[config.mk]
export PLATFORM = sky130hd
export DESIGN_NAME = terminated_line_receiver_flat
export DESIGN_NICKNAME = d
export VERILOG_FILES = /design/src/hw/rtl/tlr_pkg.sv /design/src/hw/rtl/tlr_in_if.sv /design/src/hw/rtl/tlr_out_if.sv /design/src/hw/rtl/tlr_ram.sv /design/src/hw/rtl/tlr_line_ctl.sv /design/src/hw/rtl/terminated_line_receiver.sv /design/src/flat_wrapper.sv
export SDC_FILE = /design/constraint.sdc
export NUM_CORES = 1
export LEC_CHECK = 0
export BUFFER_PORTS_ARGS = -buffer_cell sky130_fd_sc_hd__buf_2
export CAP_MARGIN = 0
export CORE_ASPECT_RATIO = 0.75
export CORE_MARGIN = 5
export CORE_UTILIZATION = 40
export DETAILED_ROUTE_END_ITERATION = 10
export HOLD_SLACK_MARGIN = 0.02
export SLEW_MARGIN = 15
export SYNTH_ARGS = -nofsm -noshare
export SYNTH_HDL_FRONTEND = slang
export SYNTH_SLANG_ARGS = --single-unit
[constraint.sdc]
create_clock -name clk -period 5.5 [get_ports clk]
set_input_delay 1.1 -clock clk [delete_from_list [all_inputs] [get_ports clk]]
set_output_delay 1.1 -clock clk [all_outputs]
set_load 0.01 [all_outputs]
[src/hw/rtl/tlr_pkg.sv]
// ----------------------------------------------------------------------------
// Terminated line receiver package
// Shared sizes, request codes, register indexes and types of the receiver.
// ----------------------------------------------------------------------------
`default_nettype none

package tlr_pkg;

  // Line store holds the longest line plus room for two terminator bytes.
  localparam int BUF_LEN   = 64;
  localparam int DEPTH     = BUF_LEN + 2;
  localparam int AW        = $clog2(DEPTH);
  localparam int POS_W     = $clog2(DEPTH + 1);
  localparam int BYTE_W    = 8;
  localparam int MAXLEN_W  = 7;
  localparam int CFG_W     = 8;
  localparam int REG_IDX_W = 2;

  localparam logic [REG_IDX_W-1:0] REG_TERM_FIRST  = 2'd0;
  localparam logic [REG_IDX_W-1:0] REG_TERM_SECOND = 2'd1;
  localparam logic [REG_IDX_W-1:0] REG_DOUBLE_TERM = 2'd2;
  localparam logic [REG_IDX_W-1:0] REG_MAX_LEN     = 2'd3;

  localparam logic [BYTE_W-1:0]   RST_TERM_FIRST  = 8'd13;
  localparam logic [BYTE_W-1:0]   RST_TERM_SECOND = 8'd10;
  localparam logic                RST_DOUBLE_TERM = 1'b1;
  localparam logic [MAXLEN_W-1:0] RST_MAX_LEN     = 7'd64;

  typedef enum logic [1:0] {
    REQ_BYTE  = 2'd0,
    REQ_TAKE  = 2'd1,
    REQ_READ  = 2'd2,
    REQ_FLUSH = 2'd3
  } req_t;

  typedef enum logic [1:0] {
    ST_CLEAR,
    ST_IDLE,
    ST_ZERO,
    ST_READ
  } state_t;

  typedef struct packed {
    logic [BYTE_W-1:0]   term_first;
    logic [BYTE_W-1:0]   term_second;
    logic                double_term;
    logic [MAXLEN_W-1:0] max_len;
  } cfg_t;

  typedef struct packed {
    logic              we;
    logic [AW-1:0]     addr;
    logic [BYTE_W-1:0] data;
  } mem_wr_t;

endpackage

`default_nettype wire

[src/hw/rtl/tlr_in_if.sv]
// ----------------------------------------------------------------------------
// Receiver request channel
// Valid/ready channel carrying one request to the line receiver.
// ----------------------------------------------------------------------------
`default_nettype none

interface tlr_in_if;
  import tlr_pkg::*;

  logic                     valid;
  logic                     ready;
  tlr_pkg::req_t            req_type;
  logic [BYTE_W-1:0]        rx_byte;
  logic [POS_W-1:0]         read_index;

  modport source (output valid, output req_type, output rx_byte, output read_index,
                  input ready);
  modport sink   (input valid, input req_type, input rx_byte, input read_index,
                  output ready);
endinterface

`default_nettype wire

[src/hw/rtl/tlr_out_if.sv]
// ----------------------------------------------------------------------------
// Receiver result channel
// Valid/ready channel carrying one result per request from the line receiver.
// ----------------------------------------------------------------------------
`default_nettype none

interface tlr_out_if;
  import tlr_pkg::*;

  logic              valid;
  logic              ready;
  logic              string_done;
  logic              string_ready;
  logic              overwrite;
  logic [POS_W-1:0]  string_length;
  logic [BYTE_W-1:0] current_byte;
  logic [BYTE_W-1:0] read_char;
  logic [POS_W-1:0]  fill_index;

  modport source (output valid, output string_done, output string_ready,
                  output overwrite, output string_length, output current_byte,
                  output read_char, output fill_index, input ready);
  modport sink   (input valid, input string_done, input string_ready,
                  input overwrite, input string_length, input current_byte,
                  input read_char, input fill_index, output ready);
endinterface

`default_nettype wire

[src/hw/rtl/tlr_ram.sv]
// ----------------------------------------------------------------------------
// Line store RAM
// Simple dual-port synchronous RAM: one write port, one registered read port.
// ----------------------------------------------------------------------------
`default_nettype none

module tlr_ram #(
  parameter int DEPTH = 66,
  parameter int WIDTH = 8
) (
  input  logic                       clk,
  input  logic                       we,
  input  logic [$clog2(DEPTH)-1:0]   waddr,
  input  logic [WIDTH-1:0]           wdata,
  input  logic [$clog2(DEPTH)-1:0]   raddr,
  output logic [WIDTH-1:0]           rdata
);
  logic [WIDTH-1:0] mem [DEPTH];

  always_ff @(posedge clk) begin
    if (we) begin
      mem[waddr] <= wdata;
    end
  end

  always_ff @(posedge clk) begin
    rdata <= mem[raddr];
  end
endmodule

`default_nettype wire

[src/hw/rtl/tlr_line_ctl.sv]
// ----------------------------------------------------------------------------
// Line receiver controller
// Line state, terminator matching, store sequencing and the result register.
// ----------------------------------------------------------------------------
`default_nettype none

module tlr_line_ctl (
  input  logic                        clk,
  input  logic                        rst,
  input  tlr_pkg::cfg_t               cfg,
  tlr_in_if.sink                      req,
  tlr_out_if.source                   rsp,
  output tlr_pkg::mem_wr_t            mem_wr,
  output logic [tlr_pkg::AW-1:0]      mem_raddr,
  input  logic [tlr_pkg::BYTE_W-1:0]  mem_rdata
);
  import tlr_pkg::*;

  localparam int CW = ((POS_W > MAXLEN_W) ? POS_W : MAXLEN_W) + 1;

  state_t            state, state_next;
  logic [AW-1:0]     clr_addr;
  logic [AW-1:0]     zero_addr;
  logic              rd_oob;

  logic [POS_W-1:0]  wp, wp_next;
  logic              ready_flag, ready_flag_next;
  logic              ovr_flag, ovr_flag_next;
  logic [POS_W-1:0]  line_len, line_len_next;
  logic [BYTE_W-1:0] last_byte, last_byte_next;
  logic              done_next;

  logic              out_valid;
  logic              o_done, o_ready, o_ovr;
  logic [POS_W-1:0]  o_len, o_fill;
  logic [BYTE_W-1:0] o_cur, o_rdchar;

  logic              accept;
  logic [POS_W-1:0]  pos;
  logic [CW-1:0]     ml_ext, limit;
  logic              hit_single, hit_pair, hit_limit, ended, zero_prev;

  assign accept = req.valid && req.ready;
  assign pos    = wp + POS_W'(1);
  assign ml_ext = CW'(cfg.max_len);
  assign limit  = (ml_ext > CW'(BUF_LEN)) ? CW'(BUF_LEN) : ml_ext;

  // With a nonzero write position, the entry just before it always holds the
  // last received byte, so the pair match needs no store read.
  assign hit_single = !cfg.double_term && (req.rx_byte == cfg.term_first);
  assign hit_pair   = cfg.double_term && (wp != '0) && (req.rx_byte == cfg.term_second)
                      && (last_byte == cfg.term_first);
  assign hit_limit  = !hit_single && !hit_pair && (wp != '0)
                      && (CW'(pos) >= limit + CW'(2));
  assign ended      = hit_single || hit_pair || hit_limit;
  assign zero_prev  = hit_pair || hit_limit;

  // Line state after the request at the port.
  always_comb begin
    wp_next         = wp;
    ready_flag_next = ready_flag;
    ovr_flag_next   = ovr_flag;
    line_len_next   = line_len;
    last_byte_next  = last_byte;
    done_next       = 1'b0;
    unique case (req.req_type)
      REQ_BYTE: begin
        last_byte_next  = req.rx_byte;
        ovr_flag_next   = ovr_flag || ready_flag;
        ready_flag_next = ended;
        done_next       = ended;
        wp_next         = ended ? '0 : pos;
        if (ended) begin
          line_len_next = hit_single ? wp : wp - POS_W'(1);
        end
      end
      REQ_TAKE: begin
        ready_flag_next = 1'b0;
      end
      REQ_READ: begin
      end
      REQ_FLUSH: begin
        wp_next         = '0;
        ready_flag_next = 1'b0;
        line_len_next   = '0;
      end
    endcase
  end

  // Next state.
  always_comb begin
    state_next = state;
    unique case (state)
      ST_CLEAR: begin
        if (clr_addr == AW'(DEPTH - 1)) begin
          state_next = ST_IDLE;
        end
      end
      ST_IDLE: begin
        if (accept) begin
          priority if (req.req_type == REQ_FLUSH) begin
            state_next = ST_CLEAR;
          end else if (req.req_type == REQ_READ) begin
            state_next = ST_READ;
          end else if (req.req_type == REQ_BYTE && zero_prev) begin
            state_next = ST_ZERO;
          end else begin
            state_next = ST_IDLE;
          end
        end
      end
      ST_ZERO: state_next = ST_IDLE;
      ST_READ: state_next = ST_IDLE;
    endcase
  end

  // Handshake and store port. Requests are taken only in idle, so a store
  // read never meets a pending write to the same entry.
  always_comb begin
    req.ready = (state == ST_IDLE) && (!out_valid || rsp.ready);
    mem_raddr = req.read_index[AW-1:0];
    mem_wr    = '0;
    unique case (state)
      ST_CLEAR: begin
        mem_wr.we   = 1'b1;
        mem_wr.addr = clr_addr;
      end
      ST_IDLE: begin
        if (accept && req.req_type == REQ_BYTE) begin
          mem_wr.we   = 1'b1;
          mem_wr.addr = wp[AW-1:0];
          mem_wr.data = ended ? '0 : req.rx_byte;
        end
      end
      ST_ZERO: begin
        mem_wr.we   = 1'b1;
        mem_wr.addr = zero_addr;
      end
      ST_READ: begin
      end
    endcase
  end

  always_ff @(posedge clk) begin
    if (rst) begin
      state      <= ST_CLEAR;
      clr_addr   <= '0;
      wp         <= '0;
      ready_flag <= 1'b0;
      ovr_flag   <= 1'b0;
      line_len   <= '0;
      last_byte  <= '0;
      out_valid  <= 1'b0;
    end else begin
      state    <= state_next;
      clr_addr <= (state == ST_CLEAR) ? clr_addr + AW'(1) : '0;
      if (rsp.valid && rsp.ready) begin
        out_valid <= 1'b0;
      end
      if (accept) begin
        wp         <= wp_next;
        ready_flag <= ready_flag_next;
        ovr_flag   <= ovr_flag_next;
        line_len   <= line_len_next;
        last_byte  <= last_byte_next;
        out_valid  <= (req.req_type != REQ_READ);
      end
      if (state == ST_READ) begin
        out_valid <= 1'b1;
      end
    end
  end

  always_ff @(posedge clk) begin
    if (accept) begin
      o_done    <= done_next;
      o_ready   <= ready_flag;
      o_ovr     <= ovr_flag_next;
      o_len     <= line_len_next;
      o_cur     <= last_byte_next;
      o_fill    <= wp_next;
      o_rdchar  <= '0;
      zero_addr <= AW'(wp - POS_W'(1));
      rd_oob    <= (req.read_index >= POS_W'(DEPTH));
    end
    if (state == ST_READ) begin
      o_rdchar <= rd_oob ? '0 : mem_rdata;
    end
  end

  assign rsp.valid         = out_valid;
  assign rsp.string_done   = o_done;
  assign rsp.string_ready  = o_ready;
  assign rsp.overwrite     = o_ovr;
  assign rsp.string_length = o_len;
  assign rsp.current_byte  = o_cur;
  assign rsp.read_char     = o_rdchar;
  assign rsp.fill_index    = o_fill;

  a_flush_sweep: assert property (@(posedge clk) disable iff (rst)
    (accept && req.req_type == REQ_FLUSH) |=> (state == ST_CLEAR))
    else $error("flush did not start a store sweep");

  a_ready_rewound: assert property (@(posedge clk) disable iff (rst)
    ready_flag |-> (wp == '0))
    else $error("line ready with a nonzero write position");

  a_wp_range: assert property (@(posedge clk) disable iff (rst)
    wp < POS_W'(DEPTH))
    else $error("write position beyond the line store");

  a_read_result: assert property (@(posedge clk) disable iff (rst)
    (state == ST_READ) |=> out_valid)
    else $error("store read produced no result");
endmodule

`default_nettype wire

[src/hw/rtl/terminated_line_receiver.sv]
// ----------------------------------------------------------------------------
// Terminated line receiver
// Collects received bytes into a line store and ends lines on a terminator.
// ----------------------------------------------------------------------------
// One result comes back for every request: in the cycle after it is taken, or
// through the read state for a store read. The next request is taken as the
// result leaves. A received byte or a take request returns the block to idle;
// a byte that ends a line on a two-character terminator or on the length limit
// passes through a zeroing state first, because both terminator slots are
// zeroed through the single write port of the line store. A read of a store
// entry passes through the read state because the RAM read port is registered.
// A flush returns its result in the cycle after it is taken and then sweeps the
// store one entry per cycle, during which no request is taken; the same clearing
// pass runs after reset. Configuration writes are taken in any cycle.
`default_nettype none

module terminated_line_receiver (
  input  logic                           clk,
  input  logic                           rst,
  input  logic                           cfg_we,
  input  logic [tlr_pkg::REG_IDX_W-1:0]  cfg_index,
  input  logic [tlr_pkg::CFG_W-1:0]      cfg_data,
  tlr_in_if.sink                         req,
  tlr_out_if.source                      rsp
);
  import tlr_pkg::*;

  cfg_t              cfg;
  mem_wr_t           mem_wr;
  logic [AW-1:0]     mem_raddr;
  logic [BYTE_W-1:0] mem_rdata;

  always_ff @(posedge clk) begin
    if (rst) begin
      cfg.term_first  <= RST_TERM_FIRST;
      cfg.term_second <= RST_TERM_SECOND;
      cfg.double_term <= RST_DOUBLE_TERM;
      cfg.max_len     <= RST_MAX_LEN;
    end else if (cfg_we) begin
      unique case (cfg_index)
        REG_TERM_FIRST:  cfg.term_first  <= cfg_data[BYTE_W-1:0];
        REG_TERM_SECOND: cfg.term_second <= cfg_data[BYTE_W-1:0];
        REG_DOUBLE_TERM: cfg.double_term <= cfg_data[0];
        REG_MAX_LEN:     cfg.max_len     <= cfg_data[MAXLEN_W-1:0];
      endcase
    end
  end

  tlr_line_ctl u_ctl (
    .clk       (clk),
    .rst       (rst),
    .cfg       (cfg),
    .req       (req),
    .rsp       (rsp),
    .mem_wr    (mem_wr),
    .mem_raddr (mem_raddr),
    .mem_rdata (mem_rdata)
  );

  tlr_ram #(
    .DEPTH (DEPTH),
    .WIDTH (BYTE_W)
  ) u_store (
    .clk   (clk),
    .we    (mem_wr.we),
    .waddr (mem_wr.addr),
    .wdata (mem_wr.data),
    .raddr (mem_raddr),
    .rdata (mem_rdata)
  );
endmodule

`default_nettype wire

[src/flat_wrapper.sv]
// flat-port wrapper written by rule: the top's interface ports become plain ports
module terminated_line_receiver_flat import tlr_pkg::*;
  (clk, rst, cfg_we, cfg_index, cfg_data, req_valid, req_req_type, req_rx_byte, req_read_index, req_ready, rsp_valid, rsp_string_done, rsp_string_ready, rsp_overwrite, rsp_string_length, rsp_current_byte, rsp_read_char, rsp_fill_index, rsp_ready);
  tlr_in_if req_i ();
  tlr_out_if rsp_i ();
  input  logic clk;
  input  logic rst;
  input  logic cfg_we;
  input  logic [tlr_pkg::REG_IDX_W-1:0] cfg_index;
  input  logic [tlr_pkg::CFG_W-1:0] cfg_data;
  input wire logic [$bits(req_i.valid)-1:0] req_valid;
  input wire logic [$bits(req_i.req_type)-1:0] req_req_type;
  input wire logic [$bits(req_i.rx_byte)-1:0] req_rx_byte;
  input wire logic [$bits(req_i.read_index)-1:0] req_read_index;
  output wire logic [$bits(req_i.ready)-1:0] req_ready;
  output wire logic [$bits(rsp_i.valid)-1:0] rsp_valid;
  output wire logic [$bits(rsp_i.string_done)-1:0] rsp_string_done;
  output wire logic [$bits(rsp_i.string_ready)-1:0] rsp_string_ready;
  output wire logic [$bits(rsp_i.overwrite)-1:0] rsp_overwrite;
  output wire logic [$bits(rsp_i.string_length)-1:0] rsp_string_length;
  output wire logic [$bits(rsp_i.current_byte)-1:0] rsp_current_byte;
  output wire logic [$bits(rsp_i.read_char)-1:0] rsp_read_char;
  output wire logic [$bits(rsp_i.fill_index)-1:0] rsp_fill_index;
  input wire logic [$bits(rsp_i.ready)-1:0] rsp_ready;
  assign req_i.valid = req_valid;
  assign req_i.req_type = req_req_type;
  assign req_i.rx_byte = req_rx_byte;
  assign req_i.read_index = req_read_index;
  assign req_ready = req_i.ready;
  assign rsp_valid = rsp_i.valid;
  assign rsp_string_done = rsp_i.string_done;
  assign rsp_string_ready = rsp_i.string_ready;
  assign rsp_overwrite = rsp_i.overwrite;
  assign rsp_string_length = rsp_i.string_length;
  assign rsp_current_byte = rsp_i.current_byte;
  assign rsp_read_char = rsp_i.read_char;
  assign rsp_fill_index = rsp_i.fill_index;
  assign rsp_i.ready = rsp_ready;
  terminated_line_receiver u_core (.clk(clk), .rst(rst), .cfg_we(cfg_we), .cfg_index(cfg_index), .cfg_data(cfg_data), .req(req_i), .rsp(rsp_i));
endmodule
==> metrics.md <==
| Metric | Value |
|---|---|
| Status | complete, no violations |
| Vias in the first global route | about 14k |
| CP required | 5.93 ns |
| Worst-margin pin slew | between 1 and 1.5 ns |
| Post-DP HPWL | roughly 40000 microns |
| Syn nets | 1545 |
| Mapped Area | between 0.02 and 0.03 sq mm |
| Hold Buf Count CTS | 0 |
| Worst slew margin | 0.280 |
| CP max-delay cell | and3_2 |
| Final WL | about 60000 microns |
| Residual DRC | 0 |
| Iteration-0 DRC Markers | 1440 |
| Chip Width | just over 300 microns |
| Top cells by count, synth | edfxtp_1 (569), nor2_1 (131), mux4_2 (130), nand2_1 (95), dfxtp_1 (66) |
| Post-CTS setup buffer count | 0 |
| Root Buffer | clkbuf_16 |
| CTS tree | built |
| Core Area | between 0.06 and 0.07 sq mm |
| WL/cell | between 20 and 25 microns |
| Unrepaired setup endpoints after global routing | false |
| Area grow syn2layout | 14.5% |
| Mapped Cells | approximately 1.5k |
| Max stage delay on crit path | roughly 0.89 ns |
| Yosys warns | 0 |
| Critical path type | reg -> reg |
| Nature of the critical path endpoint | flip-flop |
| Post-Route Skew | between 0.02 and 0.03 ns |
| Tcrit/Tclk final | 0.791 |
| CTS buffer count | 66 |
| Top post-synthesis cells by area | edfxtp_1 (66%), mux4_2 (11%), dfxtp_1 (5.1%) |
| FFs w/ async S/R, synth | 0 |
| Worst vdd ir | 0.000212 V |
| CP startpoint kind | flip-flop |
| H-Tree Depth | 3 |
| ANT cells | 0 |
| Synth Register Bits | 635 |
| DR pass1 iterations | 5 |
| Final hold violation count | 0 |
| Worst hold slack | 0.463 ns |
| Library cells used by synthesis | 53 |
| Max clock buf depth | 3 |
| P_leak | around 0.011 uW |
| PD cells | approximately 330 mW/mm^2 |
| Post-synth EDFFs | roughly 570 |
| Hold path depth | 2 |
| Grt ovf | 0 |
| CP Data Arrival Time | 4.78 ns |
| Fin nets | between 1.5k and 2k |
| Max Fclk | 230 MHz |
| Endpoints failing setup | 0 |
| Layout cells sized above 1 | 0.235 |
| Non-filler cells, final | around 2.5k |
| CTS Sinks | 635 |
| Final ANT Viol Nets | 0 |
| Setup TNS | 0 ns |
| Cell row count | 80 |
| Initial core utilization | 0.404 |
| Reg2Reg Depth | 12 |
| Synth Flop Type | edfxtp_1 |
| Largest area contributor in the netlist | edfxtp_1 |
| Via count | approximately 14k |
| First-pass GRT wire length | slightly above 90000 microns |
| Count leader, synth | edfxtp_1 |
| Seq/Total Area, Yosys | 0.715 |
| I/O Pins | between 60 and 70 |
| Design Power | 9840 uW |
| Max Transition Viols Final | 0 |
| Initial antenna violation count | 3 |
| Worst-Skew Late Latency | approximately 0.60 ns |
| Largest net degree at the start of global routing | 67 |
| Placer Congestion | 0.831 |
| Placed Instances | between 2k and 2.5k |
| Tmin final | 4.35 ns |
| Share of the synthesized area in the top cell type | 0.664 |
| Cell breakdown of the critical path | ha_1 > nand3_1 > xor2_1 > inv_1 > ha_1 > nor2b_1 > o21a_1 > a21o_1 > nor3_2 > buf_4 > and3_2 > buf_4 |
| Worst Setup Slack, final | between 1 and 1.5 ns |
| Die Ht | around 230 microns |
| I/O Buffers | 66 |
| Hold Path Class | reg -> reg |
| CP Max Fanout | between 40 and 50 |
| Reg2reg setup slack | 1.15 ns |
| Via/cell ratio | ~5.5 |
| CTS clk-pin slew, worst paths | roughly 0.06 ns |
| GRT Util Overall | 0.175 |
| Synthesized area per cell | 17.2 sq um |
| Max-Cap Viols | 0 |
| Pre-CTS setup slack | between 1 and 1.5 ns |
| Total Die Area | around 0.070 sq mm |
| CTS resizes | 0 |
## layout make-up
type | instances | area (sq um)
Sequential cell | 635 | 18400
Fill cell | 5433 | 34200
Tap cell | 861 | 1080
Clock inverter | 28 | 211
Multi-Input combinational cell | 754 | 6840
Clock buffer | 89 | 1830
Timing Repair Buffer | 140 | 961
Inverter | 30 | 113
## worst paths after layout
check,start,end
setup / recovery,u_core.u_ctl.wp[0]$_SDFFE_PP0P_,u_core.u_store.mem[14][5]$_DFFE_PP_
hold / removal,u_core.u_ctl.line_len[4]$_SDFFE_PP0P_,u_core.u_ctl.line_len[4]$_SDFFE_PP0P_
setup reg to reg,u_core.u_ctl.wp[0]$_SDFFE_PP0P_,u_core.u_store.mem[14][5]$_DFFE_PP_
hold reg to reg,u_core.u_ctl.line_len[4]$_SDFFE_PP0P_,u_core.u_ctl.line_len[4]$_SDFFE_PP0P_
## kinds of logic after synthesis
| logic type | Yosys count | share of synthesized area |
|---|---|---|
| flops | 635 | 0.715 |
| compound gates | 146 | 0.0356 |
| xor+xnor | 47 | 0.0160 |
| mux | 214 | 0.148 |
| simple gates | 329 | 0.0569 |
| fa+ha+maj | 18 | 0.00875 |
| buf+inv | 106 | 0.0194 |
## per-stage QoR
step	area, sq um	utilization
2_1_floorplan	25700	-
3_3_place_gp	27400	0.430
3_5_place_dp	27400	0.430
4_1_cts	29400	0.463
5_1_grt	29400	0.463
6_report	29400	0.463
## worst max-delay path: cells and delay by family (launching register included)
kind,cells,cell delay (ns)
simple gates,4,1.59
compound gates,2,0.34
flops,1,0.61
buf+inv,3,0.65
fa+ha+maj,2,0.66
xor+xnor,1,0.27
## registers in the layout, indices dropped and copies added, names as in the netlist, 8 cells and up
register,cells
u_core.u_store.rdata,8
u_core.u_ctl.rsp.read_char,8
u_core.u_store.mem,528
u_core.u_ctl.rsp.current_byte,8
u_core.u_ctl.last_byte,8
u_core.cfg,24
## report_power, final
part	internal (uW)	switching, uW
sequential	5220	15.8
clock	2470	1770
combinational	140	223
## per-layer routing
| metal | GRT usage | wire length [microns] | up-vias |
|---|---|---|---|
| met5 | 0 | 0 | - |
| met4 | 0.0400 | 1090 | 0 |
| met3 | 0.0400 | 4310 | 86 |
| met2 | 0.252 | 26800 | 466 |
| met1 | 0.271 | 28400 | 7253 |
| li1 | - | - | 6108 |
## cells in the final DEF, fill, tap and decap left out, types with 30 or more instances in the layout
cell type  count
edfxtp_1     569
mux4_2       130
nand2_1       95
clkbuf_16     69
buf_4         70
dfxtp_1       66
a21oi_1       48
inv_1         30
nand3_1       30
mux2i_1       55
buf_2         64
nor2_1       130
Note: power is estimated with default switching activity, not from simulation.
